==> src/rtl/hrbf_pkg.sv <==
// Shared types, byte codes and pattern tables for the HTTP request body framer.
`timescale 1ns / 1ps
`default_nettype none

package hrbf_pkg;

  // Default width of the length and chunk-size counters
  localparam int DEF_LENGTH_BITS = 32;

  // Byte codes
  localparam logic [7:0] CH_CR    = 8'h0D;
  localparam logic [7:0] CH_LF    = 8'h0A;
  localparam logic [7:0] CH_SPACE = 8'h20;
  localparam logic [7:0] CH_TAB   = 8'h09;
  localparam logic [7:0] CH_PLUS  = 8'h2B;
  localparam logic [7:0] CH_ZERO  = 8'h30;
  localparam logic [7:0] CH_LOW_X = 8'h78;
  localparam logic [7:0] CH_UP_X  = 8'h58;

  // Header patterns, first character leftmost
  localparam int CHUNK_PAT_N  = 26;
  localparam int LENGTH_PAT_N = 15;
  localparam logic [8*CHUNK_PAT_N-1:0]  CHUNK_PAT  = "Transfer-Encoding: chunked";
  localparam logic [8*LENGTH_PAT_N-1:0] LENGTH_PAT = "Content-Length:";
  localparam logic [4:0] CHUNK_PAT_LEN  = 5'd26;
  localparam logic [3:0] LENGTH_PAT_LEN = 4'd15;

  // Header terminator progress (CR LF CR LF)
  localparam logic [1:0] EM_NONE   = 2'd0;
  localparam logic [1:0] EM_CR     = 2'd1;
  localparam logic [1:0] EM_CRLF   = 2'd2;
  localparam logic [1:0] EM_CRLFCR = 2'd3;

  typedef enum logic [5:0] {
    PH_HEADER  = 6'b000001,
    PH_FIXED   = 6'b000010,
    PH_SIZE    = 6'b000100,
    PH_DATA    = 6'b001000,
    PH_TRAILER = 6'b010000,
    PH_DONE    = 6'b100000
  } phase_t;

  typedef enum logic [3:0] {
    LP_NOTFOUND = 4'b0001,
    LP_SKIP     = 4'b0010,
    LP_DIGITS   = 4'b0100,
    LP_DONE     = 4'b1000
  } lp_step_t;

  typedef enum logic [5:0] {
    SL_START  = 6'b000001,
    SL_ZERO   = 6'b000010,
    SL_DIGITS = 6'b000100,
    SL_REST   = 6'b001000,
    SL_PREFIX = 6'b010000,
    SL_SIGN   = 6'b100000
  } sl_step_t;

  function automatic logic [7:0] chunk_char(input logic [4:0] idx);
    logic [7:0] c;
    c = 8'h00;
    for (int i = 0; i < CHUNK_PAT_N; i++) begin
      if (idx == 5'(i)) c = CHUNK_PAT[8*(CHUNK_PAT_N-1-i) +: 8];
    end
    return c;
  endfunction

  function automatic logic [7:0] length_char(input logic [3:0] idx);
    logic [7:0] c;
    c = 8'h00;
    for (int i = 0; i < LENGTH_PAT_N; i++) begin
      if (idx == 4'(i)) c = LENGTH_PAT[8*(LENGTH_PAT_N-1-i) +: 8];
    end
    return c;
  endfunction

  function automatic logic is_space(input logic [7:0] b);
    return (b == CH_SPACE) || (b >= CH_TAB && b <= CH_CR);
  endfunction

  function automatic logic is_digit(input logic [7:0] b);
    return (b >= 8'h30) && (b <= 8'h39);
  endfunction

  // Returns {valid, value} for a hex digit
  function automatic logic [4:0] hex_val(input logic [7:0] b);
    logic [4:0] r;
    r = 5'b0_0000;
    if (is_digit(b)) r = {1'b1, b[3:0]};
    else if ((b >= 8'h61 && b <= 8'h66) || (b >= 8'h41 && b <= 8'h46))
      r = {1'b1, b[3:0] + 4'd9};
    return r;
  endfunction

endpackage

`default_nettype wire

==> src/rtl/hrbf_size_parse.sv <==
// Next-state logic for one byte of a chunk size line (hex, saturating).
`timescale 1ns / 1ps
`default_nettype none

module hrbf_size_parse #(
  parameter int LENGTH_BITS = hrbf_pkg::DEF_LENGTH_BITS
) (
  input  wire logic [7:0]             byte_i,
  input  wire hrbf_pkg::sl_step_t     step_i,
  input  wire logic [LENGTH_BITS-1:0] size_i,
  output hrbf_pkg::sl_step_t          step_o,
  output logic [LENGTH_BITS-1:0]      size_o
);
  import hrbf_pkg::*;

  logic [4:0]             hex;
  logic                   sat;
  logic [LENGTH_BITS-1:0] size_acc;

  // Shift in one hex digit, clamp to all ones on overflow
  assign hex      = hex_val(byte_i);
  assign sat      = |size_i[LENGTH_BITS-1 -: 4];
  assign size_acc = sat ? {LENGTH_BITS{1'b1}} : {size_i[LENGTH_BITS-5:0], hex[3:0]};

  always_comb begin
    step_o = step_i;
    size_o = size_i;
    case (step_i)
      SL_START: begin
        if (is_space(byte_i)) begin
          step_o = SL_START;
        end else if (byte_i == CH_PLUS) begin
          step_o = SL_SIGN;
        end else if (hex[4]) begin
          size_o = size_acc;
          step_o = (byte_i == CH_ZERO) ? SL_ZERO : SL_DIGITS;
        end else begin
          step_o = SL_REST;
        end
      end
      SL_SIGN: begin
        if (hex[4]) begin
          size_o = size_acc;
          step_o = (byte_i == CH_ZERO) ? SL_ZERO : SL_DIGITS;
        end else begin
          step_o = SL_REST;
        end
      end
      SL_ZERO: begin
        if (byte_i == CH_LOW_X || byte_i == CH_UP_X) begin
          step_o = SL_PREFIX;
        end else if (hex[4]) begin
          size_o = size_acc;
          step_o = SL_DIGITS;
        end else begin
          step_o = SL_REST;
        end
      end
      SL_PREFIX, SL_DIGITS: begin
        if (hex[4]) begin
          size_o = size_acc;
          step_o = SL_DIGITS;
        end else begin
          step_o = SL_REST;
        end
      end
      default: begin
        step_o = SL_REST;
      end
    endcase
  end

endmodule

`default_nettype wire

==> src/rtl/hrbf_hdr_scan.sv <==
// Header scanner: chunked marker match and Content-Length value parse.
`timescale 1ns / 1ps
`default_nettype none

module hrbf_hdr_scan #(
  parameter int LENGTH_BITS = hrbf_pkg::DEF_LENGTH_BITS
) (
  input  wire logic                   clk,
  input  wire logic                   rst_n,
  input  wire logic                   step_i,
  input  wire logic                   clear_i,
  input  wire logic [7:0]             byte_i,
  input  wire logic                   prev_cr_i,
  output logic                        chunked_o,
  output logic [LENGTH_BITS-1:0]      body_len_o
);
  import hrbf_pkg::*;

  logic [4:0]             chunk_match_r, chunk_match_nxt;
  logic                   chunked_seen_r, chunked_seen_nxt;
  logic [3:0]             length_match_r, length_match_nxt;
  lp_step_t               lp_step_r, lp_step_nxt;
  logic [LENGTH_BITS-1:0] body_len_r, body_len_nxt;

  logic [LENGTH_BITS+3:0] len_wide;
  logic [LENGTH_BITS+3:0] dec_acc;
  logic [LENGTH_BITS-1:0] dec_sat;
  logic [4:0]             chunk_adv;
  logic [3:0]             length_adv;

  // Decimal accumulate: len*10 + digit, clamp to all ones
  assign len_wide = {4'b0000, body_len_r};
  assign dec_acc  = (len_wide << 3) + (len_wide << 1) + {{LENGTH_BITS{1'b0}}, byte_i[3:0]};
  assign dec_sat  = (|dec_acc[LENGTH_BITS+3:LENGTH_BITS]) ? {LENGTH_BITS{1'b1}}
                                                           : dec_acc[LENGTH_BITS-1:0];

  // Advance the pattern matchers; the first character occurs once in each pattern
  assign chunk_adv  = (chunk_match_r < CHUNK_PAT_LEN && byte_i == chunk_char(chunk_match_r))
                      ? chunk_match_r + 5'd1
                      : ((byte_i == chunk_char(5'd0)) ? 5'd1 : 5'd0);
  assign length_adv = (length_match_r < LENGTH_PAT_LEN && byte_i == length_char(length_match_r))
                      ? length_match_r + 4'd1
                      : ((byte_i == length_char(4'd0)) ? 4'd1 : 4'd0);

  always_comb begin
    chunk_match_nxt  = chunk_match_r;
    chunked_seen_nxt = chunked_seen_r;
    length_match_nxt = length_match_r;
    lp_step_nxt      = lp_step_r;
    body_len_nxt     = body_len_r;
    if (step_i) begin
      // Content-Length value parse
      case (lp_step_r)
        LP_NOTFOUND: begin
          length_match_nxt = length_adv;
          if (length_adv == LENGTH_PAT_LEN) lp_step_nxt = LP_SKIP;
        end
        LP_SKIP: begin
          if (byte_i == CH_LF && prev_cr_i) begin
            lp_step_nxt = LP_DONE;
          end else if (is_space(byte_i)) begin
            lp_step_nxt = LP_SKIP;
          end else if (byte_i == CH_PLUS) begin
            lp_step_nxt = LP_DIGITS;
          end else if (is_digit(byte_i)) begin
            body_len_nxt = {{(LENGTH_BITS-4){1'b0}}, byte_i[3:0]};
            lp_step_nxt  = LP_DIGITS;
          end else begin
            lp_step_nxt = LP_DONE;
          end
        end
        LP_DIGITS: begin
          if (is_digit(byte_i)) body_len_nxt = dec_sat;
          else lp_step_nxt = LP_DONE;
        end
        default: begin
          lp_step_nxt = lp_step_r;
        end
      endcase
      // Chunked marker match
      if (!chunked_seen_r) begin
        chunk_match_nxt = chunk_adv;
        if (chunk_adv == CHUNK_PAT_LEN) chunked_seen_nxt = 1'b1;
      end
    end
    // Drop everything at connection end
    if (clear_i) begin
      chunk_match_nxt  = 5'd0;
      chunked_seen_nxt = 1'b0;
      length_match_nxt = 4'd0;
      lp_step_nxt      = LP_NOTFOUND;
      body_len_nxt     = '0;
    end
  end

  always_ff @(posedge clk) begin
    if (!rst_n) begin
      chunk_match_r  <= 5'd0;
      chunked_seen_r <= 1'b0;
      length_match_r <= 4'd0;
      lp_step_r      <= LP_NOTFOUND;
      body_len_r     <= '0;
    end else begin
      chunk_match_r  <= chunk_match_nxt;
      chunked_seen_r <= chunked_seen_nxt;
      length_match_r <= length_match_nxt;
      lp_step_r      <= lp_step_nxt;
      body_len_r     <= body_len_nxt;
    end
  end

  assign chunked_o  = chunked_seen_nxt;
  assign body_len_o = body_len_nxt;

endmodule

`default_nettype wire

==> src/rtl/http_request_body_framer.sv <==
// Top level of the HTTP request body framer: phase control and result register.
// A result is registered and appears on out_* in the cycle after its request is accepted.
// Throughput: one request per cycle; in_ready is high whenever the result
// register is empty or being drained by out_ready in the same cycle.
// All per-byte work is one pass of matching and a constant-multiply accumulate.
// Reset (rst_n low, synchronous): header phase, all counters cleared, no result.
`timescale 1ns / 1ps
`default_nettype none

module http_request_body_framer #(
  parameter int LENGTH_BITS = hrbf_pkg::DEF_LENGTH_BITS
) (
  input  wire logic       clk,
  input  wire logic       rst_n,
  input  wire logic       in_valid,
  output logic            in_ready,
  input  wire logic [7:0] in_byte,
  input  wire logic       in_conn_end,
  output logic            out_valid,
  input  wire logic       out_ready,
  output logic [7:0]      out_byte,
  output logic            out_has_byte,
  output logic            out_in_body,
  output logic            out_last,
  output logic            out_complete
);
  import hrbf_pkg::*;

  phase_t                 phase_r, phase_nxt;
  logic [1:0]             end_match_r, end_match_nxt;
  logic [LENGTH_BITS-1:0] remaining_r, remaining_nxt;
  sl_step_t               sl_step_r, sl_step_nxt;
  logic                   any_seen_r, any_seen_nxt;

  logic                   out_valid_r, out_valid_nxt;
  logic [7:0]             out_byte_r;
  logic                   out_has_byte_r, out_in_body_r, out_last_r, out_complete_r;

  logic                   accept;
  logic                   hdr_step;
  logic                   hdr_clear;
  logic                   prev_cr;
  logic                   chunked;
  logic [LENGTH_BITS-1:0] body_len;
  sl_step_t               sp_step;
  logic [LENGTH_BITS-1:0] sp_size;
  logic [LENGTH_BITS-1:0] rem_dec;
  logic                   term;

  logic                   emit;
  logic [7:0]             r_byte;
  logic                   r_has, r_body, r_last, r_complete;

  // Take a request whenever the result register is free or draining
  assign in_ready  = !out_valid_r || out_ready;
  assign accept    = in_valid && in_ready;
  assign hdr_step  = accept && !in_conn_end && (phase_r == PH_HEADER);
  assign hdr_clear = accept && in_conn_end;
  assign prev_cr   = (end_match_r == EM_CR) || (end_match_r == EM_CRLFCR);
  assign rem_dec   = remaining_r - {{(LENGTH_BITS-1){1'b0}}, 1'b1};

  hrbf_hdr_scan #(
    .LENGTH_BITS(LENGTH_BITS)
  ) u_hdr_scan (
    .clk        (clk),
    .rst_n      (rst_n),
    .step_i     (hdr_step),
    .clear_i    (hdr_clear),
    .byte_i     (in_byte),
    .prev_cr_i  (prev_cr),
    .chunked_o  (chunked),
    .body_len_o (body_len)
  );

  hrbf_size_parse #(
    .LENGTH_BITS(LENGTH_BITS)
  ) u_size_parse (
    .byte_i (in_byte),
    .step_i (sl_step_r),
    .size_i (remaining_r),
    .step_o (sp_step),
    .size_o (sp_size)
  );

  // Phase control and result selection
  always_comb begin
    phase_nxt     = phase_r;
    end_match_nxt = end_match_r;
    remaining_nxt = remaining_r;
    sl_step_nxt   = sl_step_r;
    any_seen_nxt  = any_seen_r;
    term          = 1'b0;
    emit          = 1'b0;
    r_byte        = in_byte;
    r_has         = 1'b0;
    r_body        = 1'b0;
    r_last        = 1'b0;
    r_complete    = 1'b0;
    if (accept) begin
      if (in_conn_end) begin
        // Close out an open request, then start over
        emit          = any_seen_r && (phase_r != PH_DONE);
        r_byte        = 8'h00;
        r_last        = 1'b1;
        phase_nxt     = PH_HEADER;
        end_match_nxt = EM_NONE;
        remaining_nxt = '0;
        sl_step_nxt   = SL_START;
        any_seen_nxt  = 1'b0;
      end else begin
        any_seen_nxt = 1'b1;
        case (phase_r)
          PH_HEADER: begin
            emit  = 1'b1;
            r_has = 1'b1;
            if (in_byte == CH_CR) begin
              end_match_nxt = (end_match_r == EM_CRLF) ? EM_CRLFCR : EM_CR;
            end else if (in_byte == CH_LF && end_match_r == EM_CR) begin
              end_match_nxt = EM_CRLF;
            end else if (in_byte == CH_LF && end_match_r == EM_CRLFCR) begin
              term = 1'b1;
            end else begin
              end_match_nxt = EM_NONE;
            end
            if (term) begin
              end_match_nxt = EM_NONE;
              if (chunked) begin
                phase_nxt     = PH_SIZE;
                sl_step_nxt   = SL_START;
                remaining_nxt = '0;
              end else if (body_len == '0) begin
                phase_nxt  = PH_DONE;
                r_last     = 1'b1;
                r_complete = 1'b1;
              end else begin
                remaining_nxt = body_len;
                phase_nxt     = PH_FIXED;
              end
            end
          end
          PH_FIXED: begin
            remaining_nxt = rem_dec;
            emit          = 1'b1;
            r_has         = 1'b1;
            r_body        = 1'b1;
            if (rem_dec == '0) begin
              phase_nxt  = PH_DONE;
              r_last     = 1'b1;
              r_complete = 1'b1;
            end
          end
          PH_SIZE: begin
            end_match_nxt = (in_byte == CH_CR) ? EM_CR : EM_NONE;
            if (in_byte == CH_LF && end_match_r == EM_CR) begin
              end_match_nxt = EM_NONE;
              if (remaining_r == '0) begin
                phase_nxt  = PH_DONE;
                emit       = 1'b1;
                r_byte     = 8'h00;
                r_last     = 1'b1;
                r_complete = 1'b1;
              end else begin
                phase_nxt = PH_DATA;
              end
            end else begin
              sl_step_nxt   = sp_step;
              remaining_nxt = sp_size;
            end
          end
          PH_DATA: begin
            remaining_nxt = rem_dec;
            emit          = 1'b1;
            r_has         = 1'b1;
            r_body        = 1'b1;
            if (rem_dec == '0) begin
              phase_nxt   = PH_TRAILER;
              sl_step_nxt = SL_START;
            end
          end
          PH_TRAILER: begin
            // Skip two bytes; the step register counts the first one
            if (sl_step_r == SL_START) begin
              sl_step_nxt = SL_ZERO;
            end else begin
              phase_nxt     = PH_SIZE;
              sl_step_nxt   = SL_START;
              end_match_nxt = EM_NONE;
              remaining_nxt = '0;
            end
          end
          default: begin
            phase_nxt = phase_r;
          end
        endcase
      end
    end
  end

  // Load the result register on a new result, clear it when drained
  always_comb begin
    out_valid_nxt = out_valid_r;
    if (accept && emit) out_valid_nxt = 1'b1;
    else if (out_ready) out_valid_nxt = 1'b0;
  end

  always_ff @(posedge clk) begin
    if (!rst_n) begin
      phase_r     <= PH_HEADER;
      end_match_r <= EM_NONE;
      remaining_r <= '0;
      sl_step_r   <= SL_START;
      any_seen_r  <= 1'b0;
      out_valid_r <= 1'b0;
    end else begin
      phase_r     <= phase_nxt;
      end_match_r <= end_match_nxt;
      remaining_r <= remaining_nxt;
      sl_step_r   <= sl_step_nxt;
      any_seen_r  <= any_seen_nxt;
      out_valid_r <= out_valid_nxt;
    end
  end

  // Result payload, no reset needed
  always_ff @(posedge clk) begin
    if (accept && emit) begin
      out_byte_r     <= r_byte;
      out_has_byte_r <= r_has;
      out_in_body_r  <= r_body;
      out_last_r     <= r_last;
      out_complete_r <= r_complete;
    end
  end

  assign out_valid    = out_valid_r;
  assign out_byte     = out_byte_r;
  assign out_has_byte = out_has_byte_r;
  assign out_in_body  = out_in_body_r;
  assign out_last     = out_last_r;
  assign out_complete = out_complete_r;

endmodule

`default_nettype wire

==> config.mk <==
export PLATFORM = sky130hd
export DESIGN_NAME = http_request_body_framer
export DESIGN_NICKNAME = d
export VERILOG_FILES = /design/src/rtl/hrbf_pkg.sv /design/src/rtl/hrbf_size_parse.sv /design/src/rtl/hrbf_hdr_scan.sv /design/src/rtl/http_request_body_framer.sv
export SDC_FILE = /design/constraint.sdc
export NUM_CORES = 1
export LEC_CHECK = 0
export ABC_AREA = 1
export BUFFER_PORTS_ARGS = -buffer_cell sky130_fd_sc_hd__buf_2
export CAP_MARGIN = 20
export CORE_MARGIN = 1.5
export CORE_UTILIZATION = 65
export CTS_CLUSTER_SIZE = 28
export DETAILED_ROUTE_END_ITERATION = 8
export PLACE_DENSITY_LB_ADDON = 0.05
export SLEW_MARGIN = 10
export SYNTH_ARGS = -nofsm -noshare
export SYNTH_HDL_FRONTEND = slang
export SYNTH_SLANG_ARGS = --single-unit
==> constraint.sdc <==
create_clock -name clk -period 5.5 [get_ports clk]
set_clock_uncertainty 0.2 [all_clocks]
set_input_delay 0.825 -clock clk [delete_from_list [all_inputs] [get_ports clk]]
set_output_delay 0.825 -clock clk [all_outputs]
set_load 0.05 [all_outputs]
==> summary.md <==
| Metric | Value |
|---|---|
| Status | finished clean |
| Largest net degree at the start of global routing | 65 |
| Diodes inserted | 0 |
| Worst Setup SP | in_byte[3] |
| Cell count after synthesis | just over 2,000 |
| # DRC | 0 |
| Post-synth EDFFs | 12 |
| Setup TNS | 0 ns |
| Post-Syn Area | between 0.01 and 0.015 mm2 |
| Via/cell ratio | between 5 and 6 |
| Final wirelength | 35,600 um |
| Hold EP | sl_step_r[2] |
| Sequential fraction of the synthesis area | approximately a fifth |
| Die Width | about 140 um |
| Worst-case reg-to-reg path depth | 29 |
| Number of setup buffers added after CTS | 0 |
| Clock buffer depth | 2 |
| Leakage | between 0.005 and 0.006 uW |
| Tcrit/Tclk final | 92.0% |
| Post-route core utilization | just under 70% |
| Core Area | around 0.018 mm2 |
| Routability cong. | between 1 and 1.5 |
| Routed length per instance | ~16 um |
| Cell area after layout | 0.0124 mm2 |
| Synth warn | 0 |
| Final Hold Fails | 0 |
| CTS tree | yes |
| Flop and latch count out of synthesis | 106 |
| Final net count | about 2,100 |
| Syn nets | about 2,100 |
| Slew margin rel. | 27.7% |
| Synthesis-to-finish area growth | 4.68% |
| Clk slew on worst S/H paths | around 0.08 ns |
| Vias in the first global route | ~12,000 |
| Reg2reg start | u_hdr_scan.body_len_r[0] |
| Hold Path Origin | sl_step_r[2] |
| Initial antenna violation count | 0 |
| # hold bufs at CTS | 0 |
| Crit path required time | roughly 5.6 ns |
| Area after DPL | about 0.012 mm2 |
| Largest area contributor in the netlist | nand2_1 |
| Hpwl dp | 26,900 um |
| Dominant synthesized flop cell | dfxtp_1 |
| VDD IR-drop max | approximately 0.21 mV |
| Crit path kind | in -> reg |
| Htree depth | 3 |
| Fmax | 198 MHz |
| CP max stage delay | approximately 0.54 ns |
| GRT Total Usage | a little under two fifths |
| Tmin final | 5.06 ns |
| Most used cell, CP | nand2_1 |
| CTS resizes | 0 |
| CP Capture Type | register |
| Dominant cells by area after synthesis | nand2_1, dfxtp_1, nor2_1, ha_1, inv_1 |
| Crit start category | input pin |
| Final setup fails | 0 |
| Num rows | 49 |
| Worst Tran Pin Value | between 1 and 1.5 ns |
| IO Pins | 27 |
| DR pass1 iterations | 6 |
| Fin cells | between 2,000 and 2,500 |
| Count of cell types in the netlist | 60 |
| Clock Sinks | 106 |
| Critical path arrival | roughly 5.1 ns |
| Die Ht | roughly 140 um |
| Share of layout cells above drive strength 1 | under 10% |
| Hold Crit Depth | 2 |
| DR vias | 13,400 |
| Congestion Overflow GR | 0 |
| Crit Path Max Fanout | 64 |
| RSZ-0062 raised after global routing | false |
| Asr flop ratio synth | 0% |
| R2r setup slk | 0.67 ns |
| Hold crit path type | reg -> reg |
| First-pass GRT wire length | 57,500 um |
| Die Area | approximately 0.019 mm2 |
| Clock Latency Late Sink | between 0.3 and 0.4 ns |
| Most frequent cell after synthesis | nand2_1 |
| Worst R2R End | remaining_r[25] |
| Initial Utilization | roughly two thirds |
| Pwr/cell area | between 150 and 200 mW/mm2 |
| Initial drt markers | between 1,000 and 1,500 |
| CP max-delay cell | fa_1 |
| Commonest cells in the synthesized netlist | nand2_1, nor2_1, inv_1, a21oi_1, o21ai_0 |
| CTS root buffer | clkbuf_16 |
| Final Max Tran Viols | 0 |
| Post-route ant nets | 0 |
| I/O Buffers | 26 |
| Syn avg cell area | roughly 5.8 um2 |
| WHS | between 0.2 and 0.3 ns |
| Cell total after placement | roughly 2,200 |
| Maxcap violations | 0 |
| Cts bufs inserted | 9 |
| Synth top area share | between 10% and 20% |
[how the worst max path moves through the flow]
stage | cells after the start | end
global route | 30 | remaining_r[30]
finish | 30 | remaining_r[25]
global placement | 30 | remaining_r[31]
detailed placement | 30 | remaining_r[12]
CTS | 30 | remaining_r[7]
floorplan | 30 | remaining_r[17]
[kinds of logic (layout without fill, tap and decap cells)]
logic type,Yosys count,count (layout),share of synthesized area (%)
xor+xnor,48,48,3.55
fa+ha+maj,81,81,8.69
buf+inv,343,329,11.3
flops,106,106,18.9
compound gates,412,412,18.9
simple gates,1059,1059,38.6
[power by group]
| group | internal [uW] | total, uW | switching, uW |
|---|---|---|---|
| registers | 839 | 900 | 61.1 |
| clock network | 366 | 685 | 319 |
| logic | 265 | 879 | 614 |
| total | 1470 | 2460 | 994 |
[cells in the final DEF, fill, tap and decap left out, types with 3 or more instances in the layout]
master     synthesis  routed
nand2_1          503     502
nor2_1           308     306
inv_1            257     257
a21oi_1          188     188
o21ai_0          129     129
nand3_1           98      98
dfxtp_1           94      94
ha_1              79      79
xor2_1            41      41
nand3b_1          39      39
a31oi_1           35      35
nand4_1           33      33
nor3_1            30      29
buf_2              1      26
nor4_1            16      15
buf_4              4      15
o21ai_1           13      13
edfxtp_1          12      12
inv_2             10      10
clkbuf_16          0       9
o21bai_1           7       7
xnor2_1            7       7
a211oi_1           7       7
or2_2              6       6
clkinv_1           4       5
a21boi_0           5       5
nand2_2            3       4
nor3_2             3       4
nor2_4             3       4
o22ai_1            4       4
nor2_2             2       3
nor3b_1            3       3
a21o_1             3       3
a22oi_1            3       3
[metrics by stage]
step	total power (uW)	setup slack [ns]
2_1_floorplan	1570	1.07
3_3_place_gp	1750	0.390
3_5_place_dp	1770	0.212
4_1_cts	2440	0.547
5_1_grt	2610	0.0663
6_report	2460	0.438
[final cells by class]
class	count	area, um2
clock buffer	10	239
clock inverter	6	66.3
fill	1736	5510
inverter	271	1020
multi-input combinational	1600	8280
sequential	106	2240
tap	229	287
timing repair buffer	42	263
[worst max-delay path, delay by kind of cell]
kind                     cells  cell delay, ns
AND/OR/NAND/NOR             23            2.51
adder cells (fa/ha/maj)      2            1.00
buffers and inverters        3            0.47
AO/OA/AOI/OAI                2            0.29
[state kept, by name, indices dropped and copies added, names as in the netlist]
| name | flops |
|---|---|
| sl_step_r | 6 |
| phase_r | 6 |
| out_complete | 1 |
| out_valid | 1 |
| u_hdr_scan.chunked_seen_r | 1 |
| out_byte | 8 |
| u_hdr_scan.chunk_match_r | 5 |
| u_hdr_scan.length_match_r | 4 |
| end_match_r | 2 |
| out_has_byte | 1 |
| u_hdr_scan.lp_step_r | 4 |
| remaining_r | 32 |
| any_seen_r | 1 |
| out_in_body | 1 |
| u_hdr_scan.body_len_r | 32 |
| out_last | 1 |
[routing by layer]
metal  vias to the layer above  track usage (%)  wire length (um)
met4                         0             19.9              1710
met2                       620             62.4             16500
met5                         -                0                 0
li1                       6682                -                 -
met3                       132             4.97              2540
met1                      6003             47.4             14800
Power figures use the tool's default switching activity.
